File: config.mk
export PLATFORM = sky130hd
export DESIGN_NAME = binary_grid_run_lengths
export DESIGN_NICKNAME = d
export VERILOG_FILES = /design/src/rtl/bgrl_pkg.sv /design/src/rtl/binary_grid_run_lengths.sv
export SDC_FILE = /design/constraint.sdc
export NUM_CORES = 1
export LEC_CHECK = 0
export BUFFER_PORTS_ARGS = -buffer_cell sky130_fd_sc_hd__clkbuf_2
export CORE_ASPECT_RATIO = 0.5
export CORE_MARGIN = 5
export CORE_UTILIZATION = 65
export DETAILED_ROUTE_END_ITERATION = 10
export PLACE_DENSITY = 0.82
export SLEW_MARGIN = 40
export SYNTH_ARGS = -nofsm -noshare
export SYNTH_HDL_FRONTEND = slang
export SYNTH_SLANG_ARGS = --single-unit
File: constraint.sdc
create_clock -name clk -period 13.04 [get_ports clk]
set_clock_uncertainty 0.05 [all_clocks]
set_input_delay 0 -clock clk [delete_from_list [all_inputs] [get_ports clk]]
set_output_delay 0 -clock clk [all_outputs]
set_load 0.05 [all_outputs]
File: src/rtl/bgrl_pkg.sv
// Package for the binary grid run-length block: field widths, register indexes,
// result kind codes and the result record.
// No dependencies; imported by rtl/binary_grid_run_lengths.sv.
package bgrl_pkg;

    localparam int MAX_WIDTH_DEF  = 64;
    localparam int MAX_HEIGHT_DEF = 64;

    localparam int CFG_DATA_W = 7;
    localparam int CFG_IDX_W  = 1;
    localparam int KIND_W     = 2;
    localparam int LINE_W     = 6;
    localparam int RUN_W      = 7;

    localparam logic [RUN_W-1:0]      RUN_CAP         = 7'd127;
    localparam logic [CFG_DATA_W-1:0] GRID_SIZE_RESET = 7'd64;

    localparam logic [CFG_IDX_W-1:0] REG_GRID_WIDTH  = 1'd0;
    localparam logic [CFG_IDX_W-1:0] REG_GRID_HEIGHT = 1'd1;

    typedef enum logic [KIND_W-1:0] {
        KIND_ROW_RUN = 2'd0,
        KIND_COL_RUN = 2'd1,
        KIND_ROW_END = 2'd2,
        KIND_COL_END = 2'd3
    } kind_t;

    typedef struct packed {
        kind_t             kind;
        logic [LINE_W-1:0] line_index;
        logic [RUN_W-1:0]  run_length;
    } result_t;

    // Saturating increment of a run counter.
    function automatic logic [RUN_W-1:0] run_bump(input logic [RUN_W-1:0] v);
        run_bump = (v < RUN_CAP) ? v + 7'd1 : RUN_CAP;
    endfunction

endpackage

File: src/rtl/binary_grid_run_lengths.sv
// Path: an accepted pixel is registered in stage 1 and then in the result bundle
// register. Throughput: one pixel per cycle while each pixel gives at most one result
// and result_stall is low; a pixel that gives several results (up to four) holds the
// single output port until all are taken. Reset: asynchronous and active low; afterwards
// a clearing pass zeroes the column run memory while the pixel channel is stalled.
//
// Top level of the binary grid run-length encoder; depends on rtl/bgrl_pkg.sv.
module binary_grid_run_lengths #(
    parameter int MAX_WIDTH  = bgrl_pkg::MAX_WIDTH_DEF,
    parameter int MAX_HEIGHT = bgrl_pkg::MAX_HEIGHT_DEF
) (
    input  logic                           clk,
    input  logic                           rst_n,
    // Configuration write port.
    input  logic                           cfg_wen,
    input  logic [bgrl_pkg::CFG_IDX_W-1:0] cfg_index,
    input  logic [bgrl_pkg::CFG_DATA_W-1:0] cfg_data,
    // Pixel channel.
    input  logic                           pixel_valid,
    output logic                           pixel_stall,
    input  logic                           pixel,
    // Result channel.
    output logic                           result_valid,
    input  logic                           result_stall,
    output logic [bgrl_pkg::KIND_W-1:0]    kind,
    output logic [bgrl_pkg::LINE_W-1:0]    line_index,
    output logic [bgrl_pkg::RUN_W-1:0]     run_length,
    output logic                           last_of_item
);
    import bgrl_pkg::*;

    // Position counters need just enough bits for the largest grid. Size compares
    // are made at a width that holds both the 7-bit registers and the maxima.
    localparam int COL_W  = (MAX_WIDTH > 1) ? $clog2(MAX_WIDTH) : 1;
    localparam int ROW_W  = (MAX_HEIGHT > 1) ? $clog2(MAX_HEIGHT) : 1;
    localparam int SZ_WC  = $clog2(MAX_WIDTH + 1);
    localparam int SZ_WR  = $clog2(MAX_HEIGHT + 1);
    localparam int SZ_W0  = (SZ_WC > SZ_WR) ? SZ_WC : SZ_WR;
    localparam int SZ_W   = (SZ_W0 > CFG_DATA_W) ? SZ_W0 : CFG_DATA_W;
    localparam logic [SZ_W-1:0]  MAX_W_SZ  = SZ_W'(MAX_WIDTH);
    localparam logic [SZ_W-1:0]  MAX_H_SZ  = SZ_W'(MAX_HEIGHT);
    localparam logic [COL_W-1:0] LAST_ADDR = COL_W'(MAX_WIDTH - 1);

    // ------------------------------------------------------------------
    // Configuration registers.
    // ------------------------------------------------------------------
    logic [CFG_DATA_W-1:0] grid_width_reg;
    logic [CFG_DATA_W-1:0] grid_height_reg;

    always_ff @(posedge clk or negedge rst_n)
    begin
        if (!rst_n)
        begin
            grid_width_reg  <= GRID_SIZE_RESET;
            grid_height_reg <= GRID_SIZE_RESET;
        end
        else if (cfg_wen)
        begin
            case (cfg_index)
                REG_GRID_WIDTH:  grid_width_reg  <= cfg_data;
                REG_GRID_HEIGHT: grid_height_reg <= cfg_data;
                default:         ;
            endcase
        end
    end

    // Effective sizes: zero acts as one, and anything above the maximum is clamped.
    logic [SZ_W-1:0] width_raw;
    logic [SZ_W-1:0] height_raw;
    logic [SZ_W-1:0] width_eff;
    logic [SZ_W-1:0] height_eff;

    always_comb
    begin
        width_raw  = SZ_W'(grid_width_reg);
        height_raw = SZ_W'(grid_height_reg);
        if (width_raw == '0)
            width_eff = SZ_W'(1);
        else if (width_raw > MAX_W_SZ)
            width_eff = MAX_W_SZ;
        else
            width_eff = width_raw;
        if (height_raw == '0)
            height_eff = SZ_W'(1);
        else if (height_raw > MAX_H_SZ)
            height_eff = MAX_H_SZ;
        else
            height_eff = height_raw;
    end

    // ------------------------------------------------------------------
    // Column run memory and its clearing pass after reset.
    // ------------------------------------------------------------------
    logic [RUN_W-1:0] col_mem [MAX_WIDTH];
    logic [RUN_W-1:0] mem_q_reg;
    logic             mem_we;
    logic [COL_W-1:0] mem_waddr;
    logic [RUN_W-1:0] mem_wdata;

    logic             clr_busy_reg;
    logic             clr_busy_next;
    logic [COL_W-1:0] clr_addr_reg;
    logic [COL_W-1:0] clr_addr_next;

    // ------------------------------------------------------------------
    // Stage 0: raster position, row run and pixel acceptance.
    // ------------------------------------------------------------------
    logic [COL_W-1:0] col_pos_reg;
    logic [COL_W-1:0] col_pos_next;
    logic [ROW_W-1:0] row_pos_reg;
    logic [ROW_W-1:0] row_pos_next;
    logic [RUN_W-1:0] row_run_reg;
    logic [RUN_W-1:0] row_run_next;
    logic [RUN_W-1:0] row_bumped;
    logic             last_col;
    logic             last_row;
    logic             row_run_en;
    logic [RUN_W-1:0] row_run_len;
    logic             in_acc;

    // Stage 1: the column counter is read back from memory here.
    logic             s1_valid_reg;
    logic             s1_valid_next;
    logic             s1_set_reg;
    logic             s1_last_row_reg;
    logic             s1_last_col_reg;
    logic             s1_row_run_en_reg;
    logic [RUN_W-1:0] s1_row_run_len_reg;
    logic [COL_W-1:0] s1_col_reg;
    logic [ROW_W-1:0] s1_row_reg;
    logic             s1_fwd_reg;
    logic [RUN_W-1:0] s1_fwd_val_reg;
    logic             s1_go;
    logic [RUN_W-1:0] col_old;
    logic [RUN_W-1:0] col_bumped;
    logic [RUN_W-1:0] col_wr_val;
    logic             col_run_en;
    logic [RUN_W-1:0] col_run_len;
    result_t          cand     [4];
    logic [3:0]       cand_en;
    result_t          s1_res   [4];
    logic [2:0]       s1_cnt;

    // Result bundle: the output register, holding every result of one pixel.
    result_t          bund_res_reg [4];
    logic             bund_valid_reg;
    logic             bund_valid_next;
    logic [2:0]       bund_cnt_reg;
    logic [1:0]       bund_idx_reg;
    logic [1:0]       bund_idx_next;
    logic             bund_last;
    logic             bund_free;
    logic             out_take;
    logic             bund_load;

    always_comb
    begin
        last_col   = SZ_W'(col_pos_reg) >= (width_eff - SZ_W'(1));
        last_row   = SZ_W'(row_pos_reg) >= (height_eff - SZ_W'(1));
        row_bumped = run_bump(row_run_reg);

        // A set pixel reports its grown run only at the row's end; a clear pixel
        // closes any open run.
        if (pixel)
        begin
            row_run_en  = last_col;
            row_run_len = row_bumped;
        end
        else
        begin
            row_run_en  = (row_run_reg != '0);
            row_run_len = row_run_reg;
        end
        row_run_next = (pixel && !last_col) ? row_bumped : '0;

        if (last_col)
        begin
            col_pos_next = '0;
            row_pos_next = last_row ? '0 : row_pos_reg + ROW_W'(1);
        end
        else
        begin
            col_pos_next = col_pos_reg + COL_W'(1);
            row_pos_next = row_pos_reg;
        end
    end

    // Output side.
    assign result_valid = bund_valid_reg;
    assign out_take     = bund_valid_reg && !result_stall;
    assign bund_last    = (3'(bund_idx_reg) + 3'd1) == bund_cnt_reg;
    assign bund_free    = !bund_valid_reg || (out_take && bund_last);
    assign kind         = bund_res_reg[bund_idx_reg].kind;
    assign line_index   = bund_res_reg[bund_idx_reg].line_index;
    assign run_length   = bund_res_reg[bund_idx_reg].run_length;
    assign last_of_item = bund_last;

    // Stage 1: finish the column direction and collect the results in order.
    always_comb
    begin
        col_old    = s1_fwd_reg ? s1_fwd_val_reg : mem_q_reg;
        col_bumped = run_bump(col_old);
        if (s1_set_reg)
        begin
            col_run_en  = s1_last_row_reg;
            col_run_len = col_bumped;
        end
        else
        begin
            col_run_en  = (col_old != '0);
            col_run_len = col_old;
        end
        col_wr_val = (s1_set_reg && !s1_last_row_reg) ? col_bumped : '0;

        cand[0] = '{kind: KIND_ROW_RUN, line_index: LINE_W'(s1_row_reg),
                    run_length: s1_row_run_len_reg};
        cand[1] = '{kind: KIND_ROW_END, line_index: LINE_W'(s1_row_reg),
                    run_length: '0};
        cand[2] = '{kind: KIND_COL_RUN, line_index: LINE_W'(s1_col_reg),
                    run_length: col_run_len};
        cand[3] = '{kind: KIND_COL_END, line_index: LINE_W'(s1_col_reg),
                    run_length: '0};
        cand_en = {s1_last_row_reg, col_run_en, s1_last_col_reg, s1_row_run_en_reg};

        for (int i = 0; i < 4; i++)
            s1_res[i] = cand[3];
        s1_cnt = '0;
        for (int i = 0; i < 4; i++)
        begin
            if (cand_en[i])
            begin
                s1_res[s1_cnt[1:0]] = cand[i];
                s1_cnt = s1_cnt + 3'd1;
            end
        end

        // A pixel with no results retires without waiting for the output.
        s1_go         = s1_valid_reg && ((s1_cnt == '0) || bund_free);
        pixel_stall   = clr_busy_reg || (s1_valid_reg && !s1_go);
        in_acc        = pixel_valid && !pixel_stall;
        s1_valid_next = in_acc || (s1_valid_reg && !s1_go);

        bund_load = s1_go && (s1_cnt != '0);
        if (bund_load)
        begin
            bund_valid_next = 1'b1;
            bund_idx_next   = '0;
        end
        else if (out_take)
        begin
            bund_valid_next = !bund_last;
            bund_idx_next   = bund_idx_reg + 2'd1;
        end
        else
        begin
            bund_valid_next = bund_valid_reg;
            bund_idx_next   = bund_idx_reg;
        end

        // The clearing pass owns the write port until it is done; no pixel is in
        // flight while it runs.
        if (clr_busy_reg)
        begin
            mem_we    = 1'b1;
            mem_waddr = clr_addr_reg;
            mem_wdata = '0;
        end
        else
        begin
            mem_we    = s1_go;
            mem_waddr = s1_col_reg;
            mem_wdata = col_wr_val;
        end
        clr_busy_next = clr_busy_reg && (clr_addr_reg != LAST_ADDR);
        clr_addr_next = clr_busy_reg ? clr_addr_reg + COL_W'(1) : clr_addr_reg;
    end

    // The memory is read only when a pixel is accepted, so the word stays put
    // while stage 1 waits on the output.
    always_ff @(posedge clk)
    begin
        if (mem_we)
            col_mem[mem_waddr] <= mem_wdata;
        if (in_acc)
            mem_q_reg <= col_mem[col_pos_reg];
    end

    always_ff @(posedge clk or negedge rst_n)
    begin
        if (!rst_n)
        begin
            clr_busy_reg   <= 1'b1;
            clr_addr_reg   <= '0;
            col_pos_reg    <= '0;
            row_pos_reg    <= '0;
            row_run_reg    <= '0;
            s1_valid_reg   <= 1'b0;
            bund_valid_reg <= 1'b0;
            bund_idx_reg   <= '0;
        end
        else
        begin
            clr_busy_reg   <= clr_busy_next;
            clr_addr_reg   <= clr_addr_next;
            s1_valid_reg   <= s1_valid_next;
            bund_valid_reg <= bund_valid_next;
            bund_idx_reg   <= bund_idx_next;
            if (in_acc)
            begin
                col_pos_reg <= col_pos_next;
                row_pos_reg <= row_pos_next;
                row_run_reg <= row_run_next;
            end
        end
    end

    // Payload registers of stage 1 and of the bundle.
    always_ff @(posedge clk)
    begin
        if (in_acc)
        begin
            s1_set_reg         <= pixel;
            s1_last_row_reg    <= last_row;
            s1_last_col_reg    <= last_col;
            s1_row_run_en_reg  <= row_run_en;
            s1_row_run_len_reg <= row_run_len;
            s1_col_reg         <= col_pos_reg;
            s1_row_reg         <= row_pos_reg;
            // On a one-column grid the retiring pixel writes the same word in the
            // same edge as this read, so its value is forwarded instead.
            s1_fwd_reg         <= s1_go && (s1_col_reg == col_pos_reg);
            s1_fwd_val_reg     <= col_wr_val;
        end
        if (bund_load)
        begin
            bund_res_reg <= s1_res;
            bund_cnt_reg <= s1_cnt;
        end
    end

`ifndef ASSERT_OFF
    // A loaded bundle always holds at least one result and the read index stays inside it.
    a_bundle_index: assert property (@(posedge clk) disable iff (!rst_n)
        bund_valid_reg |-> (bund_cnt_reg != 3'd0) && (3'(bund_idx_reg) < bund_cnt_reg))
        else $error("result bundle index outside its count");

    // A pixel reading the word being written back must take the forwarded value.
    a_forward: assert property (@(posedge clk) disable iff (!rst_n)
        (in_acc && s1_go && (s1_col_reg == col_pos_reg)) |=> s1_fwd_reg)
        else $error("missing forward on column memory hazard");

    // No pixel enters while the column memory is still being cleared.
    a_clear_quiet: assert property (@(posedge clk) disable iff (!rst_n)
        clr_busy_reg |-> !in_acc && !s1_valid_reg)
        else $error("pixel in flight during clearing pass");
`endif

endmodule
### After elaboration in Yosys (flattened, before gate mapping)

Memories as Yosys holds them, arrays and structs flattened. A register that Yosys moved wholly into a read port is not among the register bits.
Cells that the tools add are included.

| word-level totals | value |
|---|---|
| register bits | 138 |
| RAM bits | 448 |
| bits of input ports | 14 |
| word-level logic and storage cells | 144 |
| memories kept | 1 |

| cells by class | value |
|---|---|
| $add $sub $neg | 12 |
| $lt $le $gt $ge | 13 |
| equal/unequal tests | 3 |
| multiplexer cells | 44 |
| bitwise logic cells | 5 |
| reductions and logical operators | 34 |

Memories:

| name | words | bits a word | rd ports | clocked after Yosys merged registers in | write ports | line | source |
|---|---|---|---|---|---|---|---|
| col_mem | 64 | 7 | 1 | 1 | 1 | binary_grid_run_lengths.sv:94 | `logic [RUN_W-1:0] col_mem [MAX_WIDTH];` |

Operators by type and width:

| cell | number |
|---|---|
| bitwise mux 60 bit | 3 |
| two-way mux 60 bit | 3 |
| demux 15 bit (select 2 bit) | 3 |
| two-way mux 15 bit | 6 |
| two-way mux 7 bit | 12 |
| binary-select mux 15 bit (select 2 bit) | 1 |
| adder 6 x 1 -> 6 bit (second input constant) | 3 |
| two-way mux 6 bit | 3 |
| adder 7 x 1 -> 7 bit (second input constant) | 2 |
| >= comparator 6 x 7 -> 1 bit | 2 |
| greater-than comparator 7 bit (second input constant) | 2 |
| logical NOT 7 bit | 2 |
| less-than comparator 7 bit (second input constant) | 2 |
| nonzero test 7 bit | 2 |
| subtractor 7 x 1 -> 7 bit (second input constant) | 2 |
| logical AND 1 bit | 13 |
| >= comparator 3 bit (second input constant) | 4 |
| inverter 2 -> 3 bit | 4 |
| adder 3 x 1 -> 3 bit (second input constant) | 3 |
| less-than comparator 3 x 1 -> 1 bit (second input constant) | 3 |
| two-way mux 3 bit | 3 |
| two-way mux 1 bit | 8 |
| logical NOT 1 bit | 7 |
| equality test 6 bit | 1 |
| 11 further kinds | 17 |

### Longest topological paths before layout

| logic depth | value |
|---|---|
| word-level depth | 16 |
| mapped depth | 19 |

### Worst setup path after synthesis

No wires, ideal clock.

| timing path | value |
|---|---|
| path kind | register -> register |
| start | register s1_fwd_reg |
| end | register bund_cnt_reg[0], enable pin |
| library setup time | 0.471 ns |
| arrival | 5.789 ns |
| data required time | 12.519 ns |
| path slack | 6.730 ns |
| cell stages (with the launch flop) | 17 |
| path buffers | 2 |
| path through | edfxtp_1 buf_2 mux2_2 inv_1 ha_1 nor4b_1 a22o_1 a21boi_2 nand2_1 clkbuf_1 o21a_1 ha_1 nor3b_1 and3_1 nor4_2 o21ai_0 nor2_1 |

| between the ends | value |
|---|---|
| word-level cells in the longest chain between the ends | 10 |

RTL lines:

| element | line | source |
|---|---|---|
| start, declared | binary_grid_run_lengths.sv:131 | `logic s1_fwd_reg;` |
| start signal, assigned | binary_grid_run_lengths.sv:331 | `s1_fwd_reg <= s1_go && (s1_col_reg == col_pos_reg);` |
| two-way mux 7 bit (*) | binary_grid_run_lengths.sv:201 | `col_old = s1_fwd_reg ? s1_fwd_val_reg : mem_q_reg;` |
| nonzero test 7 bit (*) | binary_grid_run_lengths.sv:210 | `col_run_en = (col_old != '0);` |
| two-way mux 1 bit (*) | binary_grid_run_lengths.sv:203 | `if (s1_set_reg)` |
| two-way mux 3 bit (*) | binary_grid_run_lengths.sv:230 | `if (cand_en[i])` |
| adder 3 x 1 -> 3 bit | binary_grid_run_lengths.sv:233 | `s1_cnt = s1_cnt + 3'd1;` |
| two-way mux 3 bit (*) | binary_grid_run_lengths.sv:230 |  |
| logical NOT 3 bit | binary_grid_run_lengths.sv:238 | `s1_go = s1_valid_reg && ((s1_cnt == '0) \|\| bund_free);` |
| logical OR 1 bit | binary_grid_run_lengths.sv:238 |  |
| logical AND 1 bit | binary_grid_run_lengths.sv:238 |  |
| logical AND 1 bit (*) | binary_grid_run_lengths.sv:243 | `bund_load = s1_go && (s1_cnt != '0);` |
| net bund_load | binary_grid_run_lengths.sv:154 | `logic bund_load;` |
| end signal, assigned | binary_grid_run_lengths.sv:337 | `bund_cnt_reg <= s1_cnt;` |
| end, declared | binary_grid_run_lengths.sv:148 | `logic [2:0] bund_cnt_reg;` |

The timed path passes the listed nets; every way through them passes the cells marked *.
A chain may end at the register's enable or synchronous reset.

### Final worst setup path

| timing path | value |
|---|---|
| start | register s1_fwd_reg |
| end | memory col_mem[49][1], enable pin |

| between the ends | value |
|---|---|
| word-level cells in the longest chain between the ends | 12 |

RTL lines:

| element | line | source |
|---|---|---|
| two-way mux 7 bit (*) | binary_grid_run_lengths.sv:201 |  |
| nonzero test 7 bit (*) | binary_grid_run_lengths.sv:210 |  |
| two-way mux 1 bit (*) | binary_grid_run_lengths.sv:203 |  |
| two-way mux 3 bit (*) | binary_grid_run_lengths.sv:230 |  |
| adder 3 x 1 -> 3 bit | binary_grid_run_lengths.sv:233 |  |
| two-way mux 3 bit (*) | binary_grid_run_lengths.sv:230 |  |
| logical NOT 3 bit (*) | binary_grid_run_lengths.sv:238 |  |
| logical OR 1 bit (*) | binary_grid_run_lengths.sv:238 |  |
| logical AND 1 bit (*) | binary_grid_run_lengths.sv:238 |  |
| two-way mux 1 bit (*) | binary_grid_run_lengths.sv:262 | `if (clr_busy_reg)` |
| two-way mux 1 bit (*) | binary_grid_run_lengths.sv:282 | `if (mem_we)` |
| two-way mux 1 bit (implied by the code) (*) | binary_grid_run_lengths.sv:283 | `col_mem[mem_waddr] <= mem_wdata;` |
| end, declared | binary_grid_run_lengths.sv:94 |  |

Every way passes the cells marked *; elsewhere a longest branch is shown, timed or not.

==> impl_results.md <==
- Post-synthesis cell count: 1366
- CTS tree: yes
- Worst hold path endpoint: grid_width_reg[6]
- Post-Syn Area per Cell: 18.0 um^2
- Synth area leaders: edfxtp_1, mux4_2, dfrtp_1
- Final ANT Viol Nets: 0
- Clock share of power: 0.222
- WP data arrival: 5880 ps
- Reg clk slew, reported paths: 70 ps
- Most common cell after layout, fill and taps aside: edfxtp_1
- Rel. slew slack: 0.395
- Required time of the critical path: 13190 ps
- #FFs+latches synth: 585
- Pre-CTS setup slack: 7640 ps
- Status: completed
- Final std cells w/o fill: 1949
- Slew Limit Fails: 0
- Initial antenna violation count: 2
- R2R Path Start: s1_fwd_reg
- Startpoint Class: flop
- Max clock buf depth: 3
- Die area: 0.0421 mm^2
- NetSw: 0.00237 W
- Largest net degree at the start of global routing: 96
- Hold depth: 3
- Most frequent cells in the layout: edfxtp_1, mux4_2, nor2_1
- Die Span X: 285 um
- Hold Vio Cnt, Final: 0
- H-tree depth: 2
- Global Route Usage Sum: 0.295
- Routability cong.: 0.886
- Seq/Total Area, Yosys: 0.705
- Switch share: 0.363
- Distinct cells, synth: 59
- Unrepaired setup endpoints after global routing: no
- Final Worst Setup Slack: 7310 ps
- Clk sinks: 585
- Reg area: 0.0174 mm^2
- Asr flop ratio synth: 0.0752
- Vias in the first global route: 13800
- DRC errors left: 0
- Peak VDD IR: 154 uV
- Cells after DPL: 1842
- Layout net count: 1460
- Io pins: 32
- HPWL after detailed placement: 34500 um
- PwrDens: 241 mW/mm^2
- Max Fclk: 0.175 GHz
- Synthesis warning total: 0
- Max cap viols: 0
- Crit share post-route: 0.439
- # setup viols final: 0
- Syn Nets: 1410
- Remaining Overflow, GRT: 0
- Initial Utilization: 0.658
- Vias per cell: 7.11
- Top cell type's share of synthesized area: 0.660
- Die Span Y: 148 um
- Cell area after synthesis: 0.0246 mm^2
- WL/cell: 31.8 um
- R2R depth: 15
- Least-Margin Pin Slew: 908 ps
- First-pass detailed-route iteration total: 6
- Crit Path Category: flop to flop
- Largest area contributor in the netlist: edfxtp_1
- Setup bufs post-CTS: 0
- P_int: 0.00415 W
- Min-delay src: cfg_data[6]
- CP max FO: 16
- DRT iter0 DRCs: 2336
- Max reg flops: 448
- Worst hold-check path type: input pin to flop
- Share of cells above drive strength 1: 0.235
- Setup slack, reg-to-reg: 7310 ps
- Final wirelength: 62000 um
- Fillers: 1992
- Final Util: 0.723
- Clk_lat worst skew: 580 ps
- Final worst path period need: 5730 ps
- RR Endpoint: col_mem[49][1]
- Post-synth EDFFs: 541
- Top FF cell, synth: edfxtp_1
- Sequential Power Share: 0.419
- Num rows: 50
- Synth-to-Final Area Change: 9.96%
- Total CTS buffers: 49
- First-pass GRT wire length: 91600 um
- Leakage: 8.97 nW
- Area of the multi-input gates: 0.00697 mm^2
- Core footprint: 0.0374 mm^2
- CTS root buffer: clkbuf_16
- Setup tns final: 0 ps
- # port buffers: 31
- Combinational power share: 0.359
- Routed vias: 13900
- Setup crit end kind: flop
## synthesized netlist by cell type (6+ instances only)
master    number
a21oi_1       28
o21ai_0       16
and3_1         8
buf_6          7
xnor2_1       13
inv_1         25
edfxtp_1     541
nor2_1       154
mux2i_1       14
buf_1          8
nand4_1        6
mux2_2        37
nand3_1       32
clkbuf_1      40
mux4_2       155
nor2b_1       11
nor3_1        10
dfrtp_1       41
a31oi_1       18
nand2_1       48
o21a_1        11
buf_2          9
xor2_1         8
ha_1          30
nand2b_1      18
## worst max-delay path, cell delays in order (launching register included)
cell and delay, ps:
edfxtp_1 690, mux2_2 270, inv_1 50, ha_1 190, nor4b_1 150, a22o_1 300, a21boi_2 360, nand2_1 380
o21a_1 260, ha_1 220, a2111oi_0 470, nor4_2 140, o21ai_2 700, a21oi_1 270, buf_4 290, nor2_1 540
## worst max-delay path by stage
stage / from / endpoint / slack (ps) / cells past startpoint
after floorplan: s1_fwd_reg / bund_cnt_reg[0] / 6730 / 16
after global placement: s1_fwd_reg / row_run_reg[1] / 7620 / 14
after detailed placement: s1_fwd_reg / col_mem[28][1] / 7640 / 14
after CTS: s1_fwd_reg / col_mem[16][1] / 7530 / 15
after global routing: s1_fwd_reg / col_mem[40][6] / 7090 / 15
final: s1_fwd_reg / col_mem[49][1] / 7310 / 15
## final cells by class
class / instances / share of cell area
sequential: 585 / 0.642
multi-input combinational: 690 / 0.258
clock buffer: 68 / 0.0505
tap: 494 / 0.0228
timing repair buffer: 65 / 0.0177
clock inverter: 21 / 0.00615
inverter: 25 / 0.00347
antenna: 1 / 0.0000925
## power groups by stage
stage / Combinational [W] / Sequential (W) / Clock [W]
after floorplan: 0.00164 / 0.00264 / 0
after global placement: 0.00216 / 0.00275 / 0
after detailed placement: 0.00224 / 0.00276 / 0
after CTS: 0.00229 / 0.00273 / 0.00145
after global routing: 0.00246 / 0.00275 / 0.00154
final: 0.00234 / 0.00273 / 0.00145
## cells by family (layout without fill, tap and decap cells)
kind of cell,after synthesis,count (layout),share of synthesized area
buffers and inverters,91,179,0.0168
and+or+nand+nor,318,318,0.0595
other,0,1,0
xor gates and xnor gates,21,21,0.00747
muxes,206,206,0.164
DFF,585,585,0.705
AOI/OAI and AO/OA,115,115,0.0315
adders and majority gates,30,30,0.0153
## metrics by stage
step | hold slack (ps) | instance area [um^2] | total power [W]
after floorplan | -346 | 24600 | 0.00428
after global placement | 190 | 25300 | 0.00490
after detailed placement | 28.2 | 25300 | 0.00500
after CTS | 157 | 27000 | 0.00647
after global routing | 176 | 27100 | 0.00675
final | 176 | 27100 | 0.00652
## what timing repair did
item | in CTS | in global routing
hold buffers | 17 | 0
gates resized for setup | 0 | 0
hold endpoints to repair | 72 | 0
## routing by layer
| layer | vias to the layer above | share of wire | GRT usage |
|---|---|---|---|
| met3 | 199 | 0.13 | 0.0646 |
| met1 | 6955 | 0.36 | 0.421 |
| li1 | 5530 | - | - |
| met5 | - | 0.00021 | 0 |
| met2 | 1176 | 0.48 | 0.472 |
| met4 | 2 | 0.038 | 0.0905 |
No activity file was read; power rests on OpenSTA's default activity.
